**src/design/lol_pkg.sv**
```systemverilog
package lol_pkg;

  localparam int unsigned CAPACITY = 32;
  localparam int unsigned IDX_W = $clog2(CAPACITY);
  localparam int unsigned CNT_W = $clog2(CAPACITY + 1);

  typedef enum logic [2:0] {
    ACT_APPEND      = 3'd0,
    ACT_REMOVE_LAST = 3'd1,
    ACT_INSERT_ORD  = 3'd2,
    ACT_INSERT_AT   = 3'd3,
    ACT_REMOVE_AT   = 3'd4,
    ACT_REMOVE_MEM  = 3'd5,
    ACT_FIND        = 3'd6,
    ACT_CLEAR       = 3'd7
  } action_t;

  typedef enum logic [1:0] {
    ST_OK    = 2'd0,
    ST_FULL  = 2'd1,
    ST_EMPTY = 2'd2,
    ST_BAD   = 2'd3
  } status_t;

  typedef struct packed {
    logic [2:0]  action;
    logic [15:0] word_handle;
    logic [7:0]  word_length;
    logic [5:0]  position;
  } in_item_t;

  typedef struct packed {
    logic [1:0]  status;
    logic [4:0]  result_position;
    logic [15:0] removed_handle;
    logic [5:0]  entry_count;
  } out_item_t;

  // controller to datapath
  typedef struct packed {
    logic load;
    logic apply;
  } dp_cmd_t;

endpackage

```
**src/design/length_ordered_entry_list_core.sv**
```systemverilog
// Each accepted item is applied in S_EXEC; its registered result is presented in S_OUT.
// A new item is accepted while idle or while the held result is taken, never during execute.
// Each item is captured, then applied by a parallel compare and shift
// over all list cells.
// Reset (rst, synchronous): list count goes to zero, no result pending.
module length_ordered_entry_list_core (
  input  logic                clk,
  input  logic                rst,
  input  logic                in_valid,
  output logic                in_ready,
  input  lol_pkg::in_item_t   in_data,
  output logic                out_valid,
  input  logic                out_ready,
  output lol_pkg::out_item_t  out_data
);
  import lol_pkg::*;

  dp_cmd_t cmd;

  lol_ctrl u_ctrl (
    .clk(clk), .rst(rst), .in_valid(in_valid), .in_ready(in_ready),
    .out_valid(out_valid), .out_ready(out_ready), .cmd(cmd)
  );

  lol_dp u_dp (
    .clk(clk), .rst(rst), .cmd(cmd), .in_item(in_data), .out_item(out_data)
  );

`ifndef SYNTHESIS
  a_count_bound: assert property (@(posedge clk) disable iff (rst)
    out_data.entry_count <= 6'(CAPACITY)) else $error("count over capacity");
  a_apply_to_out: assert property (@(posedge clk) disable iff (rst)
    cmd.apply |=> out_valid) else $error("result not presented");
  a_no_accept_busy: assert property (@(posedge clk) disable iff (rst)
    cmd.apply |-> !in_ready) else $error("accept during execute");
`endif

endmodule

```
**src/design/lol_ctrl.sv**
```systemverilog
module lol_ctrl (
  input  logic            clk,
  input  logic            rst,
  input  logic            in_valid,
  output logic            in_ready,
  output logic            out_valid,
  input  logic            out_ready,
  output lol_pkg::dp_cmd_t cmd
);
  import lol_pkg::*;

  typedef enum logic [2:0] {
    S_IDLE = 3'b001,
    S_EXEC = 3'b010,
    S_OUT  = 3'b100
  } state_t;

  state_t state, state_next;

  // step through capture, apply, deliver
  always_comb begin
    state_next = state;
    case (state)
      S_IDLE: if (in_valid) state_next = S_EXEC;
      S_EXEC: state_next = S_OUT;
      S_OUT:  if (out_ready) state_next = in_valid ? S_EXEC : S_IDLE;
      default: state_next = S_IDLE;
    endcase
  end

  always_ff @(posedge clk) begin
    if (rst) state <= S_IDLE;
    else state <= state_next;
  end

  assign out_valid = (state == S_OUT);
  assign in_ready  = (state == S_IDLE) || (state == S_OUT && out_ready);
  assign cmd.load  = in_valid && in_ready;
  assign cmd.apply = (state == S_EXEC);

endmodule

```
**src/design/lol_dp.sv**
```systemverilog
module lol_dp (
  input  logic               clk,
  input  logic               rst,
  input  lol_pkg::dp_cmd_t   cmd,
  input  lol_pkg::in_item_t  in_item,
  output lol_pkg::out_item_t out_item
);
  import lol_pkg::*;

  logic [15:0]      hnd [CAPACITY];
  logic [7:0]       len [CAPACITY];
  logic [CNT_W-1:0] count;
  in_item_t         op;
  out_item_t        res;

  logic [CNT_W-1:0] ord_at, eq_at, at, rm_at;
  logic             full, do_ins, do_rm, found;
  logic [1:0]       st;
  logic [CNT_W-1:0] rpos;
  logic [15:0]      rhnd;
  logic [CNT_W-1:0] pos_w;

  // hold the item
  always_ff @(posedge clk) begin
    if (cmd.load) op <= in_item;
  end

  // priority search for ordered slot and first equal length
  always_comb begin
    ord_at = count;
    eq_at  = count;
    for (int i = CAPACITY - 1; i >= 0; i--) begin
      if (CNT_W'(i) < count && !(op.word_length > len[i])) ord_at = CNT_W'(i);
      if (CNT_W'(i) < count && op.word_length == len[i]) eq_at = CNT_W'(i);
    end
  end

  // decide the operation
  always_comb begin
    full   = (count >= CNT_W'(CAPACITY));
    found  = (eq_at < count);
    pos_w  = CNT_W'(op.position);
    st     = ST_OK;
    rpos   = '0;
    rhnd   = '0;
    do_ins = 1'b0;
    do_rm  = 1'b0;
    at     = '0;
    rm_at  = '0;
    case (action_t'(op.action))
      ACT_APPEND: if (full) st = ST_FULL; else begin
        at = count; do_ins = 1'b1;
      end
      ACT_REMOVE_LAST: if (count == '0) st = ST_EMPTY; else begin
        rm_at = count - 1'b1; do_rm = 1'b1;
      end
      ACT_INSERT_ORD: if (full) st = ST_FULL; else begin
        at = ord_at; do_ins = 1'b1;
      end
      ACT_INSERT_AT: if (full) st = ST_FULL;
        else if (pos_w > count) st = ST_BAD;
        else begin at = pos_w; do_ins = 1'b1; end
      ACT_REMOVE_AT: if (pos_w >= count) st = ST_BAD; else begin
        rm_at = pos_w; do_rm = 1'b1;
      end
      ACT_REMOVE_MEM: if (count == '0) st = ST_EMPTY;
        else if (!found) st = ST_BAD;
        else begin rm_at = eq_at; do_rm = 1'b1; end
      ACT_FIND: if (!found) st = ST_BAD; else rpos = eq_at;
      default: st = ST_OK;
    endcase
    if (do_ins) rpos = at;
    if (do_rm) begin
      rpos = rm_at;
      rhnd = hnd[rm_at[IDX_W-1:0]];
    end
  end

  // shift the cells and update the count
  always_ff @(posedge clk) begin
    if (cmd.apply) begin
      for (int i = 0; i < CAPACITY; i++) begin
        if (do_ins) begin
          if (CNT_W'(i) == at) begin
            hnd[i] <= op.word_handle;
            len[i] <= op.word_length;
          end else if (CNT_W'(i) > at && i > 0) begin
            hnd[i] <= hnd[(i > 0) ? i - 1 : 0];
            len[i] <= len[(i > 0) ? i - 1 : 0];
          end
        end else if (do_rm && CNT_W'(i) >= rm_at && i < CAPACITY - 1) begin
          hnd[i] <= hnd[(i < CAPACITY - 1) ? i + 1 : i];
          len[i] <= len[(i < CAPACITY - 1) ? i + 1 : i];
        end
      end
    end
  end

  always_ff @(posedge clk) begin
    if (rst) count <= '0;
    else if (cmd.apply) begin
      if (action_t'(op.action) == ACT_CLEAR) count <= '0;
      else if (do_ins) count <= count + 1'b1;
      else if (do_rm) count <= count - 1'b1;
    end
  end

  // register the result
  always_ff @(posedge clk) begin
    if (cmd.apply) begin
      res.status          <= st;
      res.result_position <= rpos[4:0];
      res.removed_handle  <= rhnd;
    end
  end

  assign out_item.status          = res.status;
  assign out_item.result_position = res.result_position;
  assign out_item.removed_handle  = res.removed_handle;
  assign out_item.entry_count     = 6'(count);

endmodule
```
**config.mk**
```make
export PLATFORM = sky130hd
export DESIGN_NAME = length_ordered_entry_list_core
export DESIGN_NICKNAME = d
export VERILOG_FILES = /design/src/design/lol_pkg.sv /design/src/design/length_ordered_entry_list_core.sv /design/src/design/lol_ctrl.sv /design/src/design/lol_dp.sv
export SDC_FILE = /design/constraint.sdc
export NUM_CORES = 2
export LEC_CHECK = 0
export ABC_AREA = 0
export BUFFER_PORTS_ARGS = -buffer_cell sky130_fd_sc_hd__buf_2
export CAP_MARGIN = 15
export CORE_MARGIN = 1
export CORE_UTILIZATION = 59
export DETAILED_ROUTE_END_ITERATION = 8
export PLACE_DENSITY = 0.78
export SETUP_SLACK_MARGIN = 0.05
export SLEW_MARGIN = 20
export SYNTH_ARGS = -nofsm -noshare
export SYNTH_HDL_FRONTEND = slang
export SYNTH_HIERARCHICAL = 1
export SYNTH_SLANG_ARGS = --single-unit
```
**constraint.sdc**
```tcl
create_clock -name clk -period 6.35 [get_ports clk]
set_input_delay 0.635 -clock clk [delete_from_list [all_inputs] [get_ports clk]]
set_output_delay 0.635 -clock clk [all_outputs]
set_load 0.1 [all_outputs]
```
## Word level (Yosys, flattened, before mapping)

Memories as Yosys holds them, arrays and structs flattened. A register that Yosys moved wholly into a read port is not among the register bits.
Index checks and enable logic that the tools add are counted.

- Div/mod/pow operators: 0
- $mul: 0
- Bitwise gates (word level): 124
- Multiplexer cells: 632
- $add $sub $neg: 2
- $lt $le $gt $ge: 130
- Reductions and logical operators: 138
- Eq/ne operators: 75
- Shifts and indexed selects: 0

Operators with widths:

| kind | count |
|---|---|
| $mux W16 | 62 |
| $mux W8 | 62 |
| $mux W6 | 75 |
| $mux W1 | 415 |
| $eq A8 B8 Y1 | 32 |
| $gt A8 B8 Y1 | 32 |
| $or A1 B1 Y1 | 124 |
| $logic_and A1 B1 Y1 | 97 |
| $eq A5 B6 Y1 const A | 16 |
| $gt A5 B6 Y1 const A | 16 |
| $lt A5 B6 Y1 const A | 16 |
| $ge A5 B6 Y1 const A | 15 |
| $eq A4 B6 Y1 const A | 8 |
| $ge A4 B6 Y1 const A | 8 |
| $gt A4 B6 Y1 const A | 8 |
| $lt A4 B6 Y1 const A | 8 |
| $pmux W6 S3 | 2 |
| $logic_not A1 Y1 | 33 |
| $eq A3 B6 Y1 const A | 4 |
| $ge A3 B6 Y1 const A | 4 |
| $gt A3 B6 Y1 const A | 4 |
| $lt A3 B6 Y1 const A | 4 |
| $eq A3 B3 Y1 const B | 5 |
| $mux W5 | 3 |
| 30 further kinds | 48 |

- Latch bits: 0
- Bits in read-only memories: 0
- Bits in registers: 49
- Input bits: 37
- Word-level logic and storage cells: 1,111
- Memories: 2
- Memory bits (writable): 768

Memory list:

| name | words | bits a word | read ports | clocked after Yosys merged registers in | write ports | RTL line | text |
|---|---|---|---|---|---|---|---|
| u_dp.hnd | 32 | 16 | 33 | 1 | 32 | lol_dp.sv:10 | `logic [15:0] hnd [CAPACITY];` |
| u_dp.len | 32 | 8 | 32 | 0 | 32 | lol_dp.sv:11 | `logic [7:0] len [CAPACITY];` |

## Depth between registers and ports, before layout

An unclocked memory read counts as a cell.

- Word-level depth: 46
- Mapped depth: 25
- Depth with buffers taken out: 20

## Modules after synthesis

Netlist, hierarchy kept.

Modules (own cells, without submodules):

| module | area an instance (µm²) | instances | cells each |
|---|---|---|---|
| lol_dp | 55,403.1 | 1 | 5,673 |
| lol_ctrl | 163.9 | 1 | 19 |

## Worst setup path before layout

Ideal clock, no wire load.

- Path kind: register -> register
- Start: register u_dp.count[1]
- End: memory u_dp.hnd[10][0] (enable)
- Data arrival time: 6.514 ns
- Library setup time: 0.425 ns
- Path buffers: 4
- Clock period less this slack: 6.939 ns
- Path slack: -0.589 ns
- Cell stages (with the launch flop): 24
- Cells stage by stage: dfxtp_1 -> buf_2 -> inv_1 -> ha_1 -> clkbuf_1 -> nand4b_1 -> a211oi_2 -> or2_1 -> nor3_1 -> o311a_1 -> o21ai_1 -> ha_1 -> and3_1 -> a221o_1 -> a31o_2 -> a211o_1 -> o31ai_1 -> o31a_1 -> o21ai_1 -> nand4_1 -> o21bai_1 -> buf_2 -> buf_2 -> nand2_1

RTL lines:

| item | RTL line | text |
|---|---|---|
| start, declared | lol_dp.sv:12 | `logic [CNT_W-1:0] count;` |
| start signal, assigned | lol_dp.sv:103 | `else if (do_ins) count <= count + 1'b1;` |
| start signal, assigned | lol_dp.sv:104 | `else if (do_rm) count <= count - 1'b1;` |
| end, declared | lol_dp.sv:10 |  |

## Final worst setup path

- Start: register u_dp/op[12] (netlist bit)
- End: register, netlist name u_dp/out_item[10]

- Word-level cells in the longest chain between the ends: 39
- Elaborated cells between the ends (all ways): 104

Ends and longest elaborated chain:

| item | RTL line | text |
|---|---|---|
| start, declared | lol_dp.sv:13 | `in_item_t op;` |
| start signal, assigned | lol_dp.sv:25 | `if (cmd.load) op <= in_item;` |
| $eq A8 B8 Y1 | lol_dp.sv:34 | `if (CNT_W'(i) < count && op.word_length == len[i]) eq_at = CNT_W'(i);` |
| $logic_and A1 B1 Y1 | lol_dp.sv:34 |  |
| $mux W6 (31 in a row) | lol_dp.sv:34 |  |
| $mux W6 * | lol_dp.sv:34 |  |
| $lt A6 B6 Y1 | lol_dp.sv:41 | `found = (eq_at < count);` |
| $mux W1 | lol_dp.sv:67 | `else if (!found) st = ST_BAD;` |
| $mux W1 | lol_dp.sv:66 | `ACT_REMOVE_MEM: if (count == '0) st = ST_EMPTY;` |
| $pmux W1 S3 | lol_dp.sv:50 | `case (action_t'(op.action))` |
| $logic_not A1 Y1 (no line) | - |  |

Mark *: on every way between the ends. The rest lies on a longest branch, timed or not.
A chain may end at the register's enable or synchronous reset.

==> results.ini <==
[routing]
routedWlPerCell_um = 26.48
drc = 0
firstDrtPassIters = 6
wl_mm = 189.3
ant_nets = 0
num_vias = 48753
drt_iter0_drc = 6373
vias_per_cell = 6.821

[yosys]
yosys_warnings = 6
postSynthCellCount = 5692
syn_area_sq_um = 55570
synth_edf_count = 824
synth.avg_cell_area_sq_um = 9.762
synthFlopType = edfxtp_1
synth_cell_types = 117
synth_fp_nets = 6000
async_reset_ff_share_pct = 0
synth_seq_cells = 833
yosysSeqAreaShare_pct = 44.85

[timing]
worst_pin_slew_ns = 1.140
max_slew_margin_pct = 23.56
setup_viol = 0
fin_skew_ns = 0.04098
drv_slew = 0
rsz0062_at_grt = true
fin_setup_tns_ns = 0
post-route-period-util_pct = 98.22
hold_viol_final = 0
timing.fmax_mhz = 160.3
min_period_ns = 6.237

[worst_setup_path]
r2r_start = u_dp/op[12]
required_ns = 6.77
criticalPathCategory = register to register
startpoint = u_dp/op[12]
critPathLaunchType = register
crit_path_end_kind = register
cp_max_fo = 18
worst-endpoint-arrival_ns = 6.65

[pwr]
vdd_ir_drop_max_v = 0.0002068
leakagePower_nw = 26.76
powerDensity_nw_per_um2 = 209.5

[clock_tree]
cts-root-buf = clkbuf_16
cts_buffers = 94
cts_buffer_depth = 3
cts_max_level = 3
cts.sinks = 833
holdBufCountCts = 0
clk_pin_slew_ns = 0.06
cts_tree = yes
insertion_delay_ns = 0.70

[place]
gp_congestion = 1.018
place_area_sq_um = 59550
io_buffers = 67
dp_hpwl_mm = 133.9

[job]
cap_violations = 0

[status]
status = complete, no violations

[min_path]
hp-start = in_data[14]
hold_path_class = primary input to register

[global_routing]
grt_pass1_vias = 46952
antenna_found_initial = 0
globalRouteOverflowTotal = 0
grt_pass1_wl_mm = 283.8
grtUsageTotal_pct = 38.84
grt_max_degree = 53

[final_layout]
num-nets-final = 6124
layout_common_cells = edfxtp_1 (824), mux2i_1 (642), a21oi_1 (616)
utilization_pct = 67.78
layout_commonest_cell = edfxtp_1
area_growth_pct = 13.85
design_area_sq_um = 63260
final_layout_size_suffix_gt1_share_pct = 13.97
fillers = 7330

[floorplanning]
rows = 112
pin_count = 68
dieArea_sq_um = 95410
die_h_um = 308.9
core_sq_um = 93330
initial_utilization_pct = 59.54
fp.dieW_um = 308.9

[layer usage]
metal | wire length [um] | global-route usage (%) | vias up
li1 | - | - | 21420
met1 | 71940 | 50.81 | 23581
met2 | 85720 | 61.30 | 3124
met3 | 19760 | 6.968 | 628
met4 | 11840 | 21.20 | 0
met5 | 0 | 0 | -
[logic make-up after synthesis]
logic type / count (synthesis) / share of synthesized area (%)
xor gates and xnor gates: 5 / 0.07881
muxes: 679 / 12.32
buffers and inverters: 711 / 5.616
AOI/OAI and AO/OA: 1525 / 17.46
and+or+nand+nor: 1668 / 13.57
DFF: 833 / 44.85
adders and majority gates: 271 / 6.102
[cells in the mapped netlist (47+ instances only)]
master | n | area (sq um)
mux2i_1 | 643 | 6436
nand2_1 | 573 | 2151
a211oi_1 | 64 | 480.5
o221ai_1 | 48 | 420.4
nor2b_1 | 47 | 294.0
o21ai_0 | 270 | 1351
clkbuf_1 | 235 | 882.1
edfxtp_1 | 824 | 24740
o21ai_1 | 83 | 415.4
nor2_1 | 547 | 2053
and3_1 | 48 | 300.3
o211ai_1 | 60 | 450.4
a21oi_1 | 622 | 3113
buf_4 | 48 | 360.4
nand3_1 | 190 | 950.9
nand4_1 | 72 | 450.4
inv_1 | 263 | 987.2
ha_1 | 271 | 3391
buf_2 | 133 | 665.6
[repair_timing]
action                     CTS  global route
setup endpoints to repair  168          1068
buffers inserted             0            25
pin swaps                    0            14
gates resized for setup     11            48
gates cloned                 0             3
[registers in the layout, indices dropped and copies added (netlist names)]
| signal | flops |
|---|---|
| u_dp/len | 256 |
| u_dp/out_item | 23 |
| u_dp/op | 27 |
| u_ctrl/state | 3 |
| u_dp/pos_w | 6 |
| u_dp/count | 6 |
| u_dp/hnd | 512 |
[power by group]
group	total (mW)	internal, mW	switching [mW]
logic	1.39	0.535	0.851
clock network	5.67	3.28	2.39
registers	6.20	6.15	0.0544
[final cells by class]
cell class	instances	area, sq um	area share (%)
repair buffers	474	4417	6.982
multi-input cells	4149	28220	44.60
clock buffers	114	2437	3.853
inverters	264	991.0	1.566
clock inverters	58	698.2	1.104
flip-flops and latches	833	24930	39.41
diodes	1	2.502	0.003956
well taps	1254	1569	2.480
[worst paths after layout]
path / end / slack (ns) / cells past startpoint
worst max-delay path: u_dp/out_item[10] / 0.11 / 23
worst min-delay path: u_dp/op[14] / 0.11 / 1
worst max register to register: u_dp/out_item[10] / 0.11 / 23
worst min register to register: u_ctrl/state[1] / 0.54 / 1
[per-stage QoR]
| stage | total power [mW] | setup WS, ns | cells | hold slack [ns] |
|---|---|---|---|---|
| after global routing | 13.59 | -0.04405 | 7146 | 0.09603 |
| after global placement | 7.588 | -0.1826 | 6944 | 0.5166 |
| after detailed placement | 7.635 | -0.1923 | 6944 | 0.5271 |
| after floorplan | 7.172 | 0.05032 | 5692 | 0.4714 |
| after CTS | 13.23 | 0.06000 | 7116 | 0.08145 |
| final | 13.25 | 0.1132 | 7147 | 0.1073 |
[worst max-delay path, stage by stage (launching register included)]
cell and delay [ns]:
edfxtp_1 0.45, buf_12 0.21, buf_4 0.17, ha_1 0.32, nand4_1 0.12, or3_4 0.15, nand4_1 0.27, nor4bb_4 0.42
and3_4 0.25, a211oi_2 0.07, ha_1 0.30, and3_1 0.20, a221o_1 0.35, a31o_2 0.25, a211oi_2 0.24, buf_4 0.20
nand2_1 0.10, mux2_4 0.37, buf_4 0.25, and3_1 0.23, a211oi_1 0.28, a31oi_1 0.08, a32oi_1 0.43, o221ai_1 0.21
No activity file was read; power rests on OpenSTA's default activity.
